### config.mk
export PLATFORM = sky130hd
export DESIGN_NAME = scc_first_set
export DESIGN_NICKNAME = d
export VERILOG_FILES = /design/src/rtl/scc_first_set.sv
export SDC_FILE = /design/constraint.sdc
export NUM_CORES = 1
export LEC_CHECK = 0
export BUFFER_PORTS_ARGS = -buffer_cell sky130_fd_sc_hd__buf_2
export CAP_MARGIN = 20
export CORE_UTILIZATION = 31
export DETAILED_ROUTE_END_ITERATION = 8
export PLACE_DENSITY = 0.63
export SLEW_MARGIN = 0
export SYNTH_ARGS = -nofsm -noshare
export SYNTH_HDL_FRONTEND = slang
export SYNTH_SLANG_ARGS = --single-unit
### constraint.sdc
create_clock -name vclk -period 2.25
set_clock_uncertainty 0.05 [all_clocks]
set_input_delay 0.225 -clock vclk [all_inputs]
set_output_delay 0.225 -clock vclk [all_outputs]
set_load 0.01 [all_outputs]
### src/rtl/scc_first_set.sv
// Shared neighbour search unit: lowest set bit of a candidate row.
// Depends on nothing but its parameters.
module scc_first_set #(
    parameter int NV = 64,
    parameter int VW = 6
) (
    input  logic [NV-1:0] cand,
    output logic          found,
    output logic [VW-1:0] idx
);

    always_comb
    begin
        idx = '0;
        for (int b = NV - 1; b >= 0; b--)
        begin
            if (cand[b])
            begin
                idx = VW'(b);
            end
        end
    end

    assign found = |cand;

endmodule

==> results of run 1 <==
-- logic make-up after synthesis --
group / count (synthesis)
simple gates: 88
compound gates: 47
buf+inv: 10
-- stage by stage --
step | setup slack [ns] | power [mW] | hold WS, ns | utilization | instance area, um2
after global placement | 0.3162 | 0.1661 | 0.7888 | 0.4687 | 1281
after floorplan | 0.5051 | 0.05843 | 0.5393 | - | 887.1
after CTS | 0.2251 | 0.1665 | 0.7871 | 0.4687 | 1281
after detailed placement | 0.2284 | 0.1657 | 0.7857 | 0.4687 | 1281
after global routing | 0.1212 | 0.1862 | 0.8237 | 0.4687 | 1281
final | 0.2515 | 0.1661 | 0.7787 | 0.4687 | 1281
-- cell type report --
cell class | instances | area share
Inverter | 10 | 0.02930
Timing Repair Buffer | 71 | 0.2773
Tap cell | 31 | 0.03027
Multi-Input combinational cell | 135 | 0.6631
-- power by group through the flow --
stage | combinational [mW] | clock, mW | sequential (mW)
final | 0.166 | 0 | 0
after global routing | 0.186 | 0 | 0
after CTS | 0.167 | 0 | 0
after detailed placement | 0.166 | 0 | 0
after global placement | 0.166 | 0 | 0
after floorplan | 0.0584 | 0 | 0
-- cells in the final DEF, fill, tap and decap left out, types with 2 or more instances in the layout --
| master | instances |
|---|---|
| a211oi_1 | 2 |
| nor2_1 | 19 |
| nand3_1 | 6 |
| buf_2 | 71 |
| o21bai_1 | 3 |
| or3_1 | 3 |
| nor4_4 | 2 |
| a21oi_1 | 10 |
| o21a_1 | 3 |
| o21ai_0 | 6 |
| a21boi_1 | 2 |
| o211ai_1 | 4 |
| nand2b_1 | 4 |
| o311ai_1 | 2 |
| nor4_1 | 16 |
| nor2b_1 | 4 |
| or4_1 | 3 |
| or4_4 | 2 |
| nand2_1 | 9 |
| a31oi_1 | 2 |
| inv_1 | 10 |
| o31ai_1 | 3 |
| nor3_1 | 12 |
-- cell usage after synthesis, drive strengths merged (2+ instances only) --
master,number,area share
o211ai,4,0.034
or4,5,0.051
a211oi,2,0.017
o31ai,3,0.025
nor3,12,0.068
o311ai,3,0.030
inv,10,0.042
nor4,18,0.16
nor2,20,0.087
o21a,3,0.025
or3,3,0.021
nand3,7,0.045
nand2,9,0.038
a21boi,3,0.025
a31oi,2,0.014
a21oi,10,0.056
nor2b,5,0.038
o21bai,3,0.025
o21ai,7,0.039
nand2b,4,0.028
-- routing by layer --
layer  global-route usage  vias up  routed length (um)
li1                     -      732                   -
met1               0.2343      585                1354
met2               0.3356       46                1290
met3              0.01171        2                 152
met4              0.01071        0                  10
met5                    0        -                   0
-- worst min-delay path by stage --
| stage | startpoint | end | slack [ns] |
|---|---|---|---|
| final | cand[1] | idx[3] | 0.78 |
| after global routing | cand[1] | idx[3] | 0.82 |
| after CTS | cand[1] | idx[3] | 0.79 |
| after detailed placement | cand[1] | idx[3] | 0.79 |
| after global placement | cand[1] | idx[3] | 0.79 |
| after floorplan | cand[0] | idx[3] | 0.54 |
==> impl_metrics.env, run 1 <==
export IMPL_status="complete, no violations"
export IMPL_setup_tns_ns=0
export IMPL_wl_um=2807
export IMPL_hpwl_um=2505
export IMPL_gp_congestion=0.8697
export IMPL_synthSimpleGateAreaFrac=0.5938
export IMPL_antennaDiodeCount=0
export IMPL_seq_cell_count=0
export IMPL_die_w_um=55.50
export IMPL_cts_setup_buffers=0
export IMPL_num_fill_cells=337
export IMPL_arrival_ns=1.72
export IMPL_synth_top_family_by_area="simple AND/OR/NAND/NOR gates"
export IMPL_regArea_um2=0
export IMPL_multi_input_area_um2=849.6
export IMPL_p_switching_uw=89.90
export IMPL_period_share=0.8882
export IMPL_crit_slowest_cell="or4_4"
export IMPL_rows=19
export IMPL_path_cells="buf_2, or4_4, nor4_1, o211ai_1, o211ai_1, a21boi_1, buf_2"
export IMPL_synth_nets=209
export IMPL_crit_path_end_kind="primary output"
export IMPL_vias_per_cell=5.526
export IMPL_crit_cells=7
export IMPL_crit_family="simple AND/OR/NAND/NOR gates"
export IMPL_fmax_mhz=500.4
export IMPL_dp_cells=247
export IMPL_start_util=0.3245
export IMPL_slew_headroom=0.6648
export IMPL_grt_overflow=0
export IMPL_wire_per_inst_um=11.36
export IMPL_drive_gt1_frac=0.3657
export IMPL_crit_type="input port to primary output"
export IMPL_worst_pin_slew_ns=0.4982
export IMPL_p_per_area_nw_per_um2=129.6
export IMPL_worstSetupStartpointType="input port"
export IMPL_finalSetupViolCount=0
export IMPL_leakagePower_nw=0.5282
export IMPL_cp_required_ns=1.98
export IMPL_first_iter_violations=31
export IMPL_antenna_found_initial=0
export IMPL_synth_fa_ha_area_frac=0
export IMPL_via_count=1365
export IMPL_synth_avg_cell_area_um2=6.118
export IMPL_die_area_um2=3080
export IMPL_synth_cells=145
export IMPL_yosysSeqAreaShare=0
export IMPL_vdd_drop_max_uv=63.75
export IMPL_grt_first_pass_wirelength_um=4809
export IMPL_intPower_uw=76.19
export IMPL_min_path_cells=5
export IMPL_grt_max_degree=6
export IMPL_synth_compound_area_frac=0.3639
export IMPL_path_max_fanout=4
export IMPL_io_buffer_count=71
export IMPL_period_needed_ns=1.999
export IMPL_maxSlewViolCount=0
export IMPL_hold_viol_final=0
export IMPL_area_growth_pct=44.43
export IMPL_postCtsResizedCells=0
export IMPL_hp_class="input port to primary output"
export IMPL_crit_path_end="idx[2]"
export IMPL_grt_pass1_vias=1236
export IMPL_ant_nets=0
export IMPL_clkbuf_count=0
export IMPL_ctsHoldBuffers=0
export IMPL_worst_path_buf_inv=2
export IMPL_instances_no_fill=247
export IMPL_grt_usage=0.1795
export IMPL_yosysUniqueCellTypes=40
export IMPL_core_um2=2734
export IMPL_synthXorXnorAreaFrac=0
export IMPL_drc=0
export IMPL_die_h_um=55.50
export IMPL_muxShareOfSynthArea=0
export IMPL_syn_area_um2=887.1
export IMPL_crit_start="cand[15]"
export IMPL_io_pins=71
export IMPL_cpPeakStageDelay_ns=0.56
export IMPL_switching_share=0.5413
export IMPL_yosysWarnings=0
export IMPL_p_clk_frac=0
export IMPL_power_frac_seq=0
export IMPL_firstDrtPassIters=4
export IMPL_cap_violations=0
export IMPL_rsz0062_at_grt="false"
export IMPL_final_nets=282
export IMPL_p_comb_frac=1.000
(Power assumes the default switching activity.)
==> run 2, diff against run 1 <==
- CORE_UTILIZATION: 31 -> 43
- PLACE_DENSITY: 0.63 -> 0.84
==> run 2 against run 1 <==
Against the previous run: critical path depth unchanged; maximum frequency about the same; via count up 4.5%; routed wire length up 1.0%; first-iteration DRC count down 55%; critical endpoint unchanged; largest power group unchanged; highest routed layer unchanged.
==> impl_metrics.env, run 2 (synthesis results as in run 1) <==
export IMPL_status="complete, no violations"
export IMPL_wl_um=2836
export IMPL_fmax_mhz=500.1
export IMPL_leakagePower_nw=0.5282
export IMPL_io_pins=71
export IMPL_ant_nets=0
export IMPL_hp_class="input port to primary output"
export IMPL_gp_congestion=0.8629
export IMPL_layout_commonest_cell="buf_2"
export IMPL_io_buffer_count=71
export IMPL_arrival_ns=1.72
export IMPL_hpwl_um=2535
export IMPL_intPower_uw=76.23
export IMPL_grt_usage=0.2341
export IMPL_seq_cell_count=0
export IMPL_maxSlewViolCount=0
export IMPL_period_needed_ns=1.999
export IMPL_worst_pin_slew_ns=0.4874
export IMPL_drc=0
export IMPL_first_iter_violations=14
export IMPL_hold_viol_final=0
export IMPL_p_comb_frac=1.000
export IMPL_crit_family="simple AND/OR/NAND/NOR gates"
export IMPL_final_util=0.6572
export IMPL_p_per_area_nw_per_um2=131.9
export IMPL_core_um2=1942
export IMPL_clkbuf_count=0
export IMPL_area_growth_pct=43.86
export IMPL_start_util=0.4568
export IMPL_ctsHoldBuffers=0
export IMPL_p_switching_uw=92.10
export IMPL_via_count=1427
export IMPL_grt_max_degree=6
export IMPL_die_h_um=47.42
export IMPL_path_max_fanout=4
export IMPL_worst_path_buf_inv=2
export IMPL_antenna_found_initial=0
export IMPL_setup_tns_ns=0
export IMPL_vias_per_cell=5.872
export IMPL_cpPeakStageDelay_ns=0.56
export IMPL_rsz0062_at_grt="false"
export IMPL_firstDrtPassIters=4
export IMPL_grt_overflow=0
export IMPL_die_area_um2=2249
export IMPL_final_nets=282
export IMPL_wire_per_inst_um=11.67
export IMPL_cts_setup_buffers=0
export IMPL_finalSetupViolCount=0
export IMPL_drive_gt1_frac=0.3657
export IMPL_grt_pass1_vias=1075
export IMPL_crit_path_end_kind="primary output"
export IMPL_crit_type="input port to primary output"
export IMPL_postCtsResizedCells=0
export IMPL_switching_share=0.5471
export IMPL_vdd_drop_max_uv=81.76
export IMPL_rows=16
export IMPL_period_share=0.8886
export IMPL_grt_first_pass_wirelength_um=3946
export IMPL_regArea_um2=0
export IMPL_worstSetupStartpointType="input port"
export IMPL_cp_required_ns=1.98
export IMPL_slew_headroom=0.6721
export IMPL_path_cells="buf_2, or4_4, nor4_1, o211ai_1, o211ai_1, a21boi_1, buf_2"
export IMPL_layout_common_cells="71 x buf_2, 19 x nor2_1, 16 x nor4_1"
export IMPL_antennaDiodeCount=0
export IMPL_p_clk_frac=0
export IMPL_power_frac_seq=0
export IMPL_die_w_um=47.42
export IMPL_crit_slowest_cell="or4_4"
export IMPL_cap_violations=0
## run 2: cell counts in the layout (fill, tap and decap cells not counted)
Identical to the previous run, type by type.
## run 2: routing by layer
metal	GRT usage	routed length, um	up-vias
li1	-	-	730
met1	0.2764	1253	633
met2	0.4548	1368	62
met3	0.01509	198	2
met4	0.05143	14	0
met5	0	0	-
## run 2: layout make-up
| cell class | count | area (um2) |
|---|---|---|
| Multi-Input combinational cell | 135 | 849.6 |
| Fill cell | 199 | 665.6 |
| Timing Repair Buffer | 71 | 355.3 |
| Inverter | 10 | 37.54 |
| Tap cell | 27 | 33.78 |
## run 2: stage by stage
step | hold slack (ns) | cells | instance area [um2] | total power, mW | setup WS [ns]
after global placement | 0.7794 | 243 | 1276 | 0.1609 | 0.3014
final | 0.7804 | 243 | 1276 | 0.1683 | 0.2506
after CTS | 0.7869 | 243 | 1276 | 0.1675 | 0.2494
after floorplan | 0.5393 | 145 | 887.1 | 0.05843 | 0.5051
after detailed placement | 0.7883 | 243 | 1276 | 0.1667 | 0.2561
after global routing | 0.8056 | 243 | 1276 | 0.1868 | 0.1610
## run 2: worst paths after layout
kind | start | end | slack [ns] | cells after the start
setup / recovery | cand[15] | idx[2] | 0.25 | 7
hold / removal | cand[1] | idx[3] | 0.78 | 5
## run 2: power groups by stage
stage	logic [mW]	clock network, mW	registers, mW
5_1_grt	0.187	0	0
6_report	0.168	0	0
3_3_place_gp	0.161	0	0
3_5_place_dp	0.167	0	0
2_1_floorplan	0.0584	0	0
4_1_cts	0.167	0	0
## run 2: worst min-delay path, stage by stage
cell and delay (ns):
buf_2 0.10, nor4_1 0.07, nand2_1 0.05, a31oi_1 0.03
buf_2 0.13
==> run 3, diff against run 2 <==
- CORE_UTILIZATION: 43 -> 42
- PLACE_DENSITY: 0.84 -> 0.82
- TNS_END_PERCENT: unset -> 10
- clock period: 2.25 -> 2.1 ns (I/O delays scaled with it)
==> run 3 against run 2 <==
Against the previous run: setup slack lost 0.12 ns; hold slack worse by 0.030 ns; final area unchanged; non-clock buffer count unchanged; global-route usage is 2.7 points higher; combinational power grew 8%; routed wire length up 4.3%; die area is 2.3% higher; via count down 0.56%.
==> impl_metrics.env, run 3 (synthesis results as in run 1) <==
export IMPL_grt_max_degree=6
export IMPL_layout_common_cells="71 x buf_2, 19 x nor2_1, 16 x nor4_1"
export IMPL_drc=0
export IMPL_worst_pin_slew_ns=0.4576
export IMPL_setup_tns_ns=0
export IMPL_first_iter_violations=22
export IMPL_num_fill_cells=201
export IMPL_wl_um=2958
export IMPL_clkbuf_count=0
export IMPL_io_buffer_count=71
export IMPL_arrival_ns=1.71
export IMPL_postCtsResizedCells=0
export IMPL_vdd_drop_max_uv=74.61
export IMPL_fmax_mhz=508.6
export IMPL_instances_no_fill=243
export IMPL_dp_cells=243
export IMPL_worstHoldStart="cand[1]"
export IMPL_hp_class="input port to primary output"
export IMPL_worstSetupStartpointType="input port"
export IMPL_ctsHoldBuffers=0
export IMPL_grt_overflow=0
export IMPL_firstDrtPassIters=4
export IMPL_vias_per_cell=5.840
export IMPL_ant_nets=0
export IMPL_antennaDiodeCount=0
export IMPL_drive_gt1_frac=0.3657
export IMPL_cp_required_ns=1.84
export IMPL_antenna_found_initial=0
export IMPL_gp_congestion=0.9345
export IMPL_core_um2=1982
export IMPL_via_count=1419
export IMPL_finalSetupViolCount=0
export IMPL_start_util=0.4476
export IMPL_rows=16
export IMPL_period_needed_ns=1.966
export IMPL_cap_violations=0
export IMPL_cts_setup_buffers=0
export IMPL_hpwl_um=2605
export IMPL_total_power_uw=182.2
export IMPL_crit_type="input port to primary output"
export IMPL_die_area_um2=2300
export IMPL_maxSlewViolCount=0
export IMPL_leakagePower_nw=0.5282
export IMPL_crit_path_end_kind="primary output"
export IMPL_min_path_cells=5
export IMPL_wl_met1_um=1242
export IMPL_holdPathEnd="idx[3]"
export IMPL_grt_first_pass_wirelength_um=4471
export IMPL_grt_usage=0.2611
export IMPL_seq_cell_count=0
export IMPL_path_max_fanout=3
export IMPL_area_growth_pct=43.86
export IMPL_slew_headroom=0.6921
export IMPL_wire_per_inst_um=12.17
export IMPL_p_per_area_nw_per_um2=142.8
export IMPL_top_layer="met4"
export IMPL_rsz0062_at_grt="false"
export IMPL_die_h_um=47.96
export IMPL_grt_pass1_vias=1128
export IMPL_final_nets=282
export IMPL_regArea_um2=0
export IMPL_io_pins=71
export IMPL_dr_wl_met3_um=189
export IMPL_period_share=0.9363
export IMPL_status="complete, no violations"
export IMPL_hold_viol_final=0
export IMPL_die_w_um=47.96
export IMPL_met2_length_um=1513
export IMPL_layout_commonest_cell="buf_2"
-- run 3: stage by stage --
stage	instance area [um2]	worst slack [ns]	hold WS [ns]	utilization
floorplan	887.1	0.3851	0.5093	-
global route	1276	0.04245	0.7934	0.6439
detailed placement	1276	0.1441	0.7546	0.6439
global placement	1276	0.2181	0.7494	0.6439
CTS	1276	0.1392	0.7558	0.6439
finish	1276	0.1338	0.7502	0.6439
-- run 3: layer usage --
layer | vias up | track usage
li1 | 727 | -
met1 | 628 | 0.3143
met2 | 62 | 0.5135
met3 | 2 | 0.01132
met4 | 0 | 0.03333
met5 | - | 0
-- run 3: worst max-delay path, cell delays in order --
cell and delay, ns:
buf_2 0.11, or4_1 0.59, nor4_1 0.29, o211ai_1 0.14, o211ai_1 0.12, a21boi_1 0.09, buf_2 0.16
-- run 3: power breakdown --
part,total (mW),leakage (nW),internal [mW],switching [mW]
registers,0,0,0,0
logic,0.182,0.528,0.0817,0.100
clock network,0,0,0,0
-- run 3: worst max path at each step --
stage,to,startpoint,cells past startpoint
5_1_grt,idx[2],cand[23],7
4_1_cts,idx[2],cand[15],7
2_1_floorplan,idx[5],cand[15],4
3_3_place_gp,idx[2],cand[15],7
3_5_place_dp,idx[2],cand[15],7
6_report,idx[2],cand[31],7
-- run 3: cell type report --
class	count	area, um2	area share
well taps	27	33.78	0.02647
inverters	10	37.54	0.02941
multi-input cells	135	849.6	0.6657
repair buffers	71	355.3	0.2784
